--- src/rtl/opwbr_pkg.sv ---
`default_nettype none

package opwbr_pkg;

	localparam int BITS_PER_DIGIT = 4;
	localparam int COUNT_BITS = 3;
	localparam int QUEUE_DEPTH = 2;
	localparam int QPTR_BITS = $clog2(QUEUE_DEPTH);

	localparam logic [1:0] REG_DARK_THRESHOLD = 2'd0;
	localparam logic [1:0] REG_MIN_PULSE = 2'd1;
	localparam logic [1:0] REG_BIT_BOUNDARY = 2'd2;
	localparam logic [1:0] REG_MAX_PULSE = 2'd3;

	localparam logic [9:0] RESET_DARK_THRESHOLD = 10'd300;
	localparam logic [15:0] RESET_MIN_PULSE = 16'd10;
	localparam logic [15:0] RESET_BIT_BOUNDARY = 16'd2500;
	localparam logic [15:0] RESET_MAX_PULSE = 16'd5000;

	localparam logic [3:0] MAX_BCD = 4'd9;

	typedef struct packed {
		logic [9:0] dark_threshold;
		logic [15:0] min_pulse_ms;
		logic [15:0] bit_boundary_ms;
		logic [15:0] max_pulse_ms;
	} cfg_t;

	typedef struct packed {
		logic full;
		logic empty;
	} queue_stat_t;

endpackage

`default_nettype wire

--- src/rtl/opwbr_front.sv ---
`default_nettype none

module opwbr_front #(
	parameter int TIME_BITS = 32
) (
	input wire logic clk,
	input wire logic arst_n,
	input wire opwbr_pkg::cfg_t cfg,
	input wire logic in_valid,
	output logic in_ready,
	input wire logic [9:0] sample_level,
	input wire logic [TIME_BITS-1:0] time_ms,
	input wire opwbr_pkg::queue_stat_t qstat,
	output logic push,
	output logic push_bit
);
	import opwbr_pkg::*;

	logic [TIME_BITS-1:0] last_dark_q;
	logic [TIME_BITS-1:0] last_lit_q;
	logic [TIME_BITS-1:0] run_start_q;
	logic [TIME_BITS-1:0] run_len;
	logic take;
	logic lit;
	logic is_zero;
	logic is_one;

	assign in_ready = !qstat.full;
	assign take = in_valid && in_ready;
	assign lit = sample_level > cfg.dark_threshold;
	assign run_len = last_lit_q - run_start_q;

	assign is_zero = (run_len > TIME_BITS'(cfg.min_pulse_ms)) &&
		(run_len <= TIME_BITS'(cfg.bit_boundary_ms));
	assign is_one = (run_len > TIME_BITS'(cfg.bit_boundary_ms)) &&
		(run_len <= TIME_BITS'(cfg.max_pulse_ms));

	assign push = take && !lit && (is_zero || is_one);
	assign push_bit = !is_zero;

	always_ff @(posedge clk or negedge arst_n) begin
		if (!arst_n) begin
			last_dark_q <= '0;
			last_lit_q <= '0;
			run_start_q <= '0;
		end else if (take) begin
			if (lit) begin
				last_lit_q <= time_ms;
				run_start_q <= last_dark_q;
			end else begin
				last_dark_q <= time_ms;
				last_lit_q <= '0;
				run_start_q <= '0;
			end
		end
	end

endmodule

`default_nettype wire

--- src/rtl/opwbr_queue.sv ---
`default_nettype none

module opwbr_queue (
	input wire logic clk,
	input wire logic arst_n,
	input wire logic push,
	input wire logic push_bit,
	input wire logic pop,
	output logic pop_bit,
	output opwbr_pkg::queue_stat_t qstat
);
	import opwbr_pkg::*;

	logic data_q [QUEUE_DEPTH];
	logic [QPTR_BITS-1:0] wr_ptr_q;
	logic [QPTR_BITS-1:0] rd_ptr_q;
	logic [QPTR_BITS:0] count_q;
	logic do_push;
	logic do_pop;

	assign qstat.full = count_q == (QPTR_BITS+1)'(QUEUE_DEPTH);
	assign qstat.empty = count_q == '0;
	assign do_push = push && !qstat.full;
	assign do_pop = pop && !qstat.empty;
	assign pop_bit = data_q[rd_ptr_q];

	always_ff @(posedge clk) begin
		if (do_push) begin
			data_q[wr_ptr_q] <= push_bit;
		end
	end

	always_ff @(posedge clk or negedge arst_n) begin
		if (!arst_n) begin
			wr_ptr_q <= '0;
			rd_ptr_q <= '0;
			count_q <= '0;
		end else begin
			if (do_push) begin
				wr_ptr_q <= (wr_ptr_q == QPTR_BITS'(QUEUE_DEPTH - 1)) ? '0 : wr_ptr_q + 1'b1;
			end
			if (do_pop) begin
				rd_ptr_q <= (rd_ptr_q == QPTR_BITS'(QUEUE_DEPTH - 1)) ? '0 : rd_ptr_q + 1'b1;
			end
			if (do_push && !do_pop) begin
				count_q <= count_q + 1'b1;
			end else if (do_pop && !do_push) begin
				count_q <= count_q - 1'b1;
			end
		end
	end

endmodule

`default_nettype wire

--- src/rtl/opwbr_back.sv ---
`default_nettype none

module opwbr_back (
	input wire logic clk,
	input wire logic arst_n,
	input wire opwbr_pkg::queue_stat_t qstat,
	input wire logic pop_bit,
	output logic pop,
	output logic out_valid,
	input wire logic out_ready,
	output logic bit_value,
	output logic digit_done,
	output logic digit_valid,
	output logic [3:0] digit_value,
	output logic sum_done,
	output logic [4:0] pair_sum
);
	import opwbr_pkg::*;

	logic [3:0] bit_shift_q;
	logic [COUNT_BITS-1:0] bit_count_q;
	logic [3:0] first_digit_q;
	logic first_held_q;
	logic out_valid_q;
	logic [3:0] shift_n;
	logic [COUNT_BITS-1:0] count_n;
	logic group_end;
	logic bcd_ok;
	logic [4:0] sum_n;

	assign pop = !qstat.empty && (!out_valid_q || out_ready);
	assign out_valid = out_valid_q;

	assign shift_n = {bit_shift_q[2:0], pop_bit};
	assign count_n = bit_count_q + 1'b1;
	assign group_end = count_n == COUNT_BITS'(BITS_PER_DIGIT);
	assign bcd_ok = shift_n <= MAX_BCD;
	assign sum_n = {1'b0, first_digit_q} + {1'b0, shift_n};

	always_ff @(posedge clk or negedge arst_n) begin
		if (!arst_n) begin
			bit_shift_q <= '0;
			bit_count_q <= '0;
			first_digit_q <= '0;
			first_held_q <= 1'b0;
			out_valid_q <= 1'b0;
		end else begin
			if (out_ready) begin
				out_valid_q <= 1'b0;
			end
			if (pop) begin
				out_valid_q <= 1'b1;
				bit_shift_q <= shift_n;
				bit_count_q <= group_end ? '0 : count_n;
				if (group_end && bcd_ok) begin
					if (first_held_q) begin
						first_held_q <= 1'b0;
						first_digit_q <= '0;
					end else begin
						first_held_q <= 1'b1;
						first_digit_q <= shift_n;
					end
				end
			end
		end
	end

	always_ff @(posedge clk) begin
		if (pop) begin
			bit_value <= pop_bit;
			digit_done <= group_end;
			digit_valid <= group_end && bcd_ok;
			digit_value <= (group_end && bcd_ok) ? shift_n : '0;
			sum_done <= group_end && bcd_ok && first_held_q;
			pair_sum <= (group_end && bcd_ok && first_held_q) ? sum_n : '0;
		end
	end

endmodule

`default_nettype wire

--- src/rtl/optical_pulse_width_bcd_receiver.sv ---
// Channel   Direction  Handshake               Payload
// input     in         in_valid / in_ready     sample_level, time_ms
// result    out        out_valid / out_ready   bit_value, digit_done, digit_valid,
//                                              digit_value, sum_done, pair_sum
// config    in         cfg_we                  cfg_index, cfg_data
//
// One sample is taken per cycle while in_ready is high; a decoded bit is pushed into the
// queue when its dark sample is transferred. The front stage measures the run and
// classifies it, and a two-entry queue hands bits to the back stage that builds digits
// and pair sums into the output register. A stalled output fills the queue, after which
// in_ready drops. Reset is asynchronous and clears all timing, digit and pairing state.
`default_nettype none

module optical_pulse_width_bcd_receiver #(
	parameter int TIME_BITS = 32
) (
	input wire logic clk,
	input wire logic arst_n,
	input wire logic cfg_we,
	input wire logic [1:0] cfg_index,
	input wire logic [15:0] cfg_data,
	input wire logic in_valid,
	output logic in_ready,
	input wire logic [9:0] sample_level,
	input wire logic [TIME_BITS-1:0] time_ms,
	output logic out_valid,
	input wire logic out_ready,
	output logic bit_value,
	output logic digit_done,
	output logic digit_valid,
	output logic [3:0] digit_value,
	output logic sum_done,
	output logic [4:0] pair_sum
);
	import opwbr_pkg::*;

	cfg_t cfg_q;
	queue_stat_t qstat;
	logic push;
	logic push_bit;
	logic pop;
	logic pop_bit;

	always_ff @(posedge clk or negedge arst_n) begin
		if (!arst_n) begin
			cfg_q.dark_threshold <= RESET_DARK_THRESHOLD;
			cfg_q.min_pulse_ms <= RESET_MIN_PULSE;
			cfg_q.bit_boundary_ms <= RESET_BIT_BOUNDARY;
			cfg_q.max_pulse_ms <= RESET_MAX_PULSE;
		end else if (cfg_we) begin
			unique case (cfg_index)
				REG_DARK_THRESHOLD: cfg_q.dark_threshold <= cfg_data[9:0];
				REG_MIN_PULSE: cfg_q.min_pulse_ms <= cfg_data;
				REG_BIT_BOUNDARY: cfg_q.bit_boundary_ms <= cfg_data;
				REG_MAX_PULSE: cfg_q.max_pulse_ms <= cfg_data;
				default: ;
			endcase
		end
	end

	opwbr_front #(
		.TIME_BITS(TIME_BITS)
	) u_front (
		.clk(clk),
		.arst_n(arst_n),
		.cfg(cfg_q),
		.in_valid(in_valid),
		.in_ready(in_ready),
		.sample_level(sample_level),
		.time_ms(time_ms),
		.qstat(qstat),
		.push(push),
		.push_bit(push_bit)
	);

	opwbr_queue u_queue (
		.clk(clk),
		.arst_n(arst_n),
		.push(push),
		.push_bit(push_bit),
		.pop(pop),
		.pop_bit(pop_bit),
		.qstat(qstat)
	);

	opwbr_back u_back (
		.clk(clk),
		.arst_n(arst_n),
		.qstat(qstat),
		.pop_bit(pop_bit),
		.pop(pop),
		.out_valid(out_valid),
		.out_ready(out_ready),
		.bit_value(bit_value),
		.digit_done(digit_done),
		.digit_valid(digit_valid),
		.digit_value(digit_value),
		.sum_done(sum_done),
		.pair_sum(pair_sum)
	);

endmodule

`default_nettype wire

--- config.mk ---
export PLATFORM = sky130hd
export DESIGN_NAME = optical_pulse_width_bcd_receiver
export DESIGN_NICKNAME = d
export VERILOG_FILES = /design/src/rtl/opwbr_pkg.sv /design/src/rtl/opwbr_front.sv /design/src/rtl/opwbr_queue.sv /design/src/rtl/opwbr_back.sv /design/src/rtl/optical_pulse_width_bcd_receiver.sv
export SDC_FILE = /design/constraint.sdc
export NUM_CORES = 1
export LEC_CHECK = 0
export BUFFER_PORTS_ARGS = -buffer_cell sky130_fd_sc_hd__buf_2
export CAP_MARGIN = 25
export CORE_MARGIN = 3
export CORE_UTILIZATION = 55
export DETAILED_ROUTE_END_ITERATION = 6
export PLACE_DENSITY = 0.77
export SYNTH_ARGS = -nofsm -noshare
export SYNTH_HDL_FRONTEND = slang
export SYNTH_SLANG_ARGS = --single-unit
--- constraint.sdc ---
create_clock -name clk -period 4.4 [get_ports clk]
set_input_delay 0.88 -clock clk [delete_from_list [all_inputs] [get_ports clk]]
set_output_delay 0.88 -clock clk [all_outputs]
set_load 0.1 [all_outputs]
==> run_results.csv <==
group,metric,value,unit
setup_path,crit_arrival,4.51,ns
global_routing,grt_pass1_wl,39300,um
setup_path,ff2ff_path_depth,21,
layout,final_net_count,1328,
global_routing,grt_antenna_before_repair,0,
clock_tree,cts_sinks,185,
floorplan,design.core.area,19000,um^2
outcome,status,"finished, final reports clean",
placed_design,port_buffers,79,
layout,fin_util,63.9,%
logic_synthesis,yosys_warnings,0,
setup_path,r2r_start,"u_front.last_lit_q[4]",
logic_synthesis,synth_cell_type_count,70,
setup_path,r2r-end,"u_queue.count_q[1]",
timing,clock_skew,0.0106,ns
setup_path,r2r_slack,0.20,ns
run,drv_cap,0,
floorplan,dieWidth,146,um
detailed_routing,vias,8200,
timing,finalHoldViolations,0,
detailed_routing,antenna_left,0,
floorplan,initial_core_util,56.9,%
detailed_routing,first_iter_violations,521,
floorplan,die_h,146,um
timing,max_slew_margin,30.6,%
placed_design,pre_cts_ws,-0.0104,ns
clock_tree,cts_max_path_buffers,2,
timing,setup_viol,0,
timing,fin_crit_sh,95.4,%
detailed_routing,viasPerCell,5.71,
clock_tree,htreeDepth,4,
clock_tree,cts_tree,"yes",
global_routing,grt_pass1_vias,8083,
logic_synthesis,syn_avg_cell_area,9.92,um^2
global_routing,grt_max_degree,76,
clock_tree,path_clk_slew,0.07,ns
clock_tree,insertion_delay,0.43,ns
worst_hold_path,min_path_type,"in2async",
timing,fin_crit,4.20,ns
global_routing,grt_usage,22.3,%
setup_path,worstSetupStartpointType,"flop",
layout,num_antenna_cells,0,
logic_synthesis,async_reset_ff_share,91.9,%
setup_path,critPathRequiredTime,4.72,ns
logic_synthesis,synth_ff_type,"dfrtp_1",
timing,fin_ws,0.205,ns
detailed_routing,drtPass1Iterations,5,
setup_path,path_class,"reg2reg",
timing,slew_violations,0,
logic_synthesis,syn_area,10800,um^2
global_routing,grt-ovfl-total,0,
logic_synthesis,synth_edf_count,15,
clock_tree,hold_buffers,0,
placed_design,dp_hpwl,17000,um
floorplan,ios,80,
detailed_routing,wl_per_cell,16.3,um
placed_design,gp_congestion,0.930,
layout,layout-drive-gt1-share,22.3,%
layout,area_delta_synth_final,12.4,%
setup_path,path_max_fanout,4,
logic_synthesis,synth_cells,1087,
floorplan,dieArea,21300,um^2
logic_synthesis,yosysSeqAreaShare,43.8,%
logic_synthesis,ys_ff_latch,185,
timing,worst_slew_pin_slew,1.04,ns
clock_tree,ctsRootBufferMaster,"clkbuf_16",
detailed_routing,drc,0,
logic_synthesis,syn_nets,1251,
setup_path,endpoint_kind,"flop",
detailed_routing,wirelength,23400,um
timing,fmax,0.238,GHz
clock_tree,numCtsBuffers,17,
floorplan,rows,50,
[what timing repair did]
item / CTS / global route
pin swaps: 0 / 8
resized for setup: 0 / 10
buffers inserted: 1 / 1
setup endpoints to repair: 1 / 4
[worst max path at each step]
stage	from	end	slack (ns)	depth (start not counted)
floorplan	u_front.run_start_q[0]	u_queue.count_q[1]	0.26	21
global placement	u_front.run_start_q[0]	u_queue.count_q[1]	0.10	21
detailed placement	u_front.run_start_q[0]	u_queue.count_q[1]	-0.01	20
CTS	u_front.last_lit_q[4]	u_queue.count_q[1]	0.03	19
global route	u_front.run_start_q[4]	u_queue.count_q[1]	-0.01	22
finish	u_front.last_lit_q[4]	u_queue.count_q[1]	0.20	21
[state kept, by name, indices dropped and copies added, names as in the netlist, 4 cells and up]
name,count
u_front.last_lit_q,32
u_back.first_digit_q,4
u_back.digit_value,4
u_front.last_dark_q,32
cfg_q,58
u_front.run_start_q,32
u_back.pair_sum,5
[synth_stat cells, drive strengths merged (4+ instances only)]
| library cell | n | share of area, % |
|---|---|---|
| ha | 97 | 11 |
| nand4 | 17 | 0.99 |
| xor2 | 11 | 0.89 |
| xnor2 | 16 | 1.3 |
| o22ai | 35 | 2.0 |
| a2111oi | 4 | 0.56 |
| nand2b | 12 | 0.70 |
| edfxtp | 15 | 4.2 |
| and3 | 7 | 0.41 |
| nor2 | 28 | 0.98 |
| nand3 | 10 | 0.46 |
| a21oi | 57 | 2.8 |
| and4 | 5 | 0.41 |
| clkbuf | 28 | 0.98 |
| a221oi | 4 | 0.38 |
| o21ai | 88 | 4.1 |
| inv | 109 | 3.8 |
| or3 | 6 | 0.35 |
| a211oi | 9 | 0.72 |
| and2 | 7 | 0.41 |
| nand2 | 148 | 5.2 |
| o21a | 12 | 0.84 |
| nor3 | 8 | 0.37 |
| mux2 | 85 | 8.9 |
| buf | 16 | 0.84 |
| a31oi | 7 | 0.46 |
| dfstp | 16 | 3.9 |
| o31ai | 5 | 0.35 |
| a21o | 19 | 1.3 |
| nor2b | 6 | 0.35 |
| o211ai | 12 | 0.88 |
| dfrtp | 154 | 36 |
[through the flow]
stage | hold slack, ns | std cells | area (um^2) | TNS, ns
2_1_floorplan | 0.453 | 1087 | 10800 | 0
3_3_place_gp | 0.467 | 1403 | 11500 | 0
3_5_place_dp | 0.471 | 1403 | 11500 | -0.0104
4_1_cts | 0.484 | 1436 | 12100 | 0
5_1_grt | 0.506 | 1437 | 12100 | -0.0141
6_report | 0.472 | 1437 | 12100 | 0
[critical path: stages, from the launching register on]
cell and delay [ns]:
dfrtp_1 0.38, ha_1 0.36, o211ai_1 0.10, a21o_1 0.19, and2_1 0.16, o21ai_0 0.20, a21boi_0 0.14, xnor2_1 0.15
buf_4 0.15, ha_1 0.31, a21oi_1 0.18, nor2_1 0.08, a2111oi_1 0.38, o31a_1 0.18, o21ai_0 0.06, o21ai_0 0.09
o211ai_1 0.19, nor4_4 0.19, ha_2 0.21, xor2_1 0.17, nor2_2 0.05, xor2_1 0.14
[layout by cell type, fill, tap and decap left out, types with 8 or more instances in the layout]
| cell type | n |
|---|---|
| o22ai_1 | 35 |
| o211ai_1 | 11 |
| dfrtp_1 | 154 |
| inv_1 | 109 |
| edfxtp_1 | 15 |
| a21oi_1 | 51 |
| buf_4 | 21 |
| buf_2 | 78 |
| mux2_2 | 85 |
| o21a_1 | 12 |
| ha_1 | 94 |
| xor2_1 | 11 |
| nand2b_1 | 11 |
| a21o_1 | 19 |
| nor3_1 | 8 |
| nand2_1 | 147 |
| nand3_1 | 10 |
| xnor2_1 | 16 |
| clkbuf_16 | 17 |
| nand4_1 | 17 |
| nor2_1 | 27 |
| o21ai_0 | 83 |
| dfstp_2 | 16 |
[final cells by class]
| type | instances | area [um^2] |
|---|---|---|
| fill | 1567 | 6840 |
| tap | 260 | 325 |
| clock inverter | 14 | 126 |
| sequential | 185 | 4720 |
| clock buffer | 18 | 429 |
| multi-input combinational | 749 | 5500 |
| inverter | 109 | 409 |
| timing repair buffer | 102 | 599 |
[cells by family after synthesis]
group	after synthesis	share of synthesized area, %
XOR/XNOR	27	2.19
AND/OR/NAND/NOR	262	11.3
buffers and inverters	153	5.61
flip-flops	185	43.8
multiplexers	86	8.97
adder cells (fa/ha/maj)	99	11.6
AO/OA/AOI/OAI	275	16.5
[layer usage]
layer / vias to the layer above / GRT usage (%) / part of all wire, %
li1: 3989 / - / -
met1: 3983 / 30.6 / 47
met2: 204 / 37.2 / 48
met3: 24 / 4.05 / 3.8
met4: 0 / 4.84 / 1.3
met5: - / 0 / 0
Power is left out: the tool's default activity adds up to more than one toggle a clock period on the data nets, which glitch-free logic cannot reach.
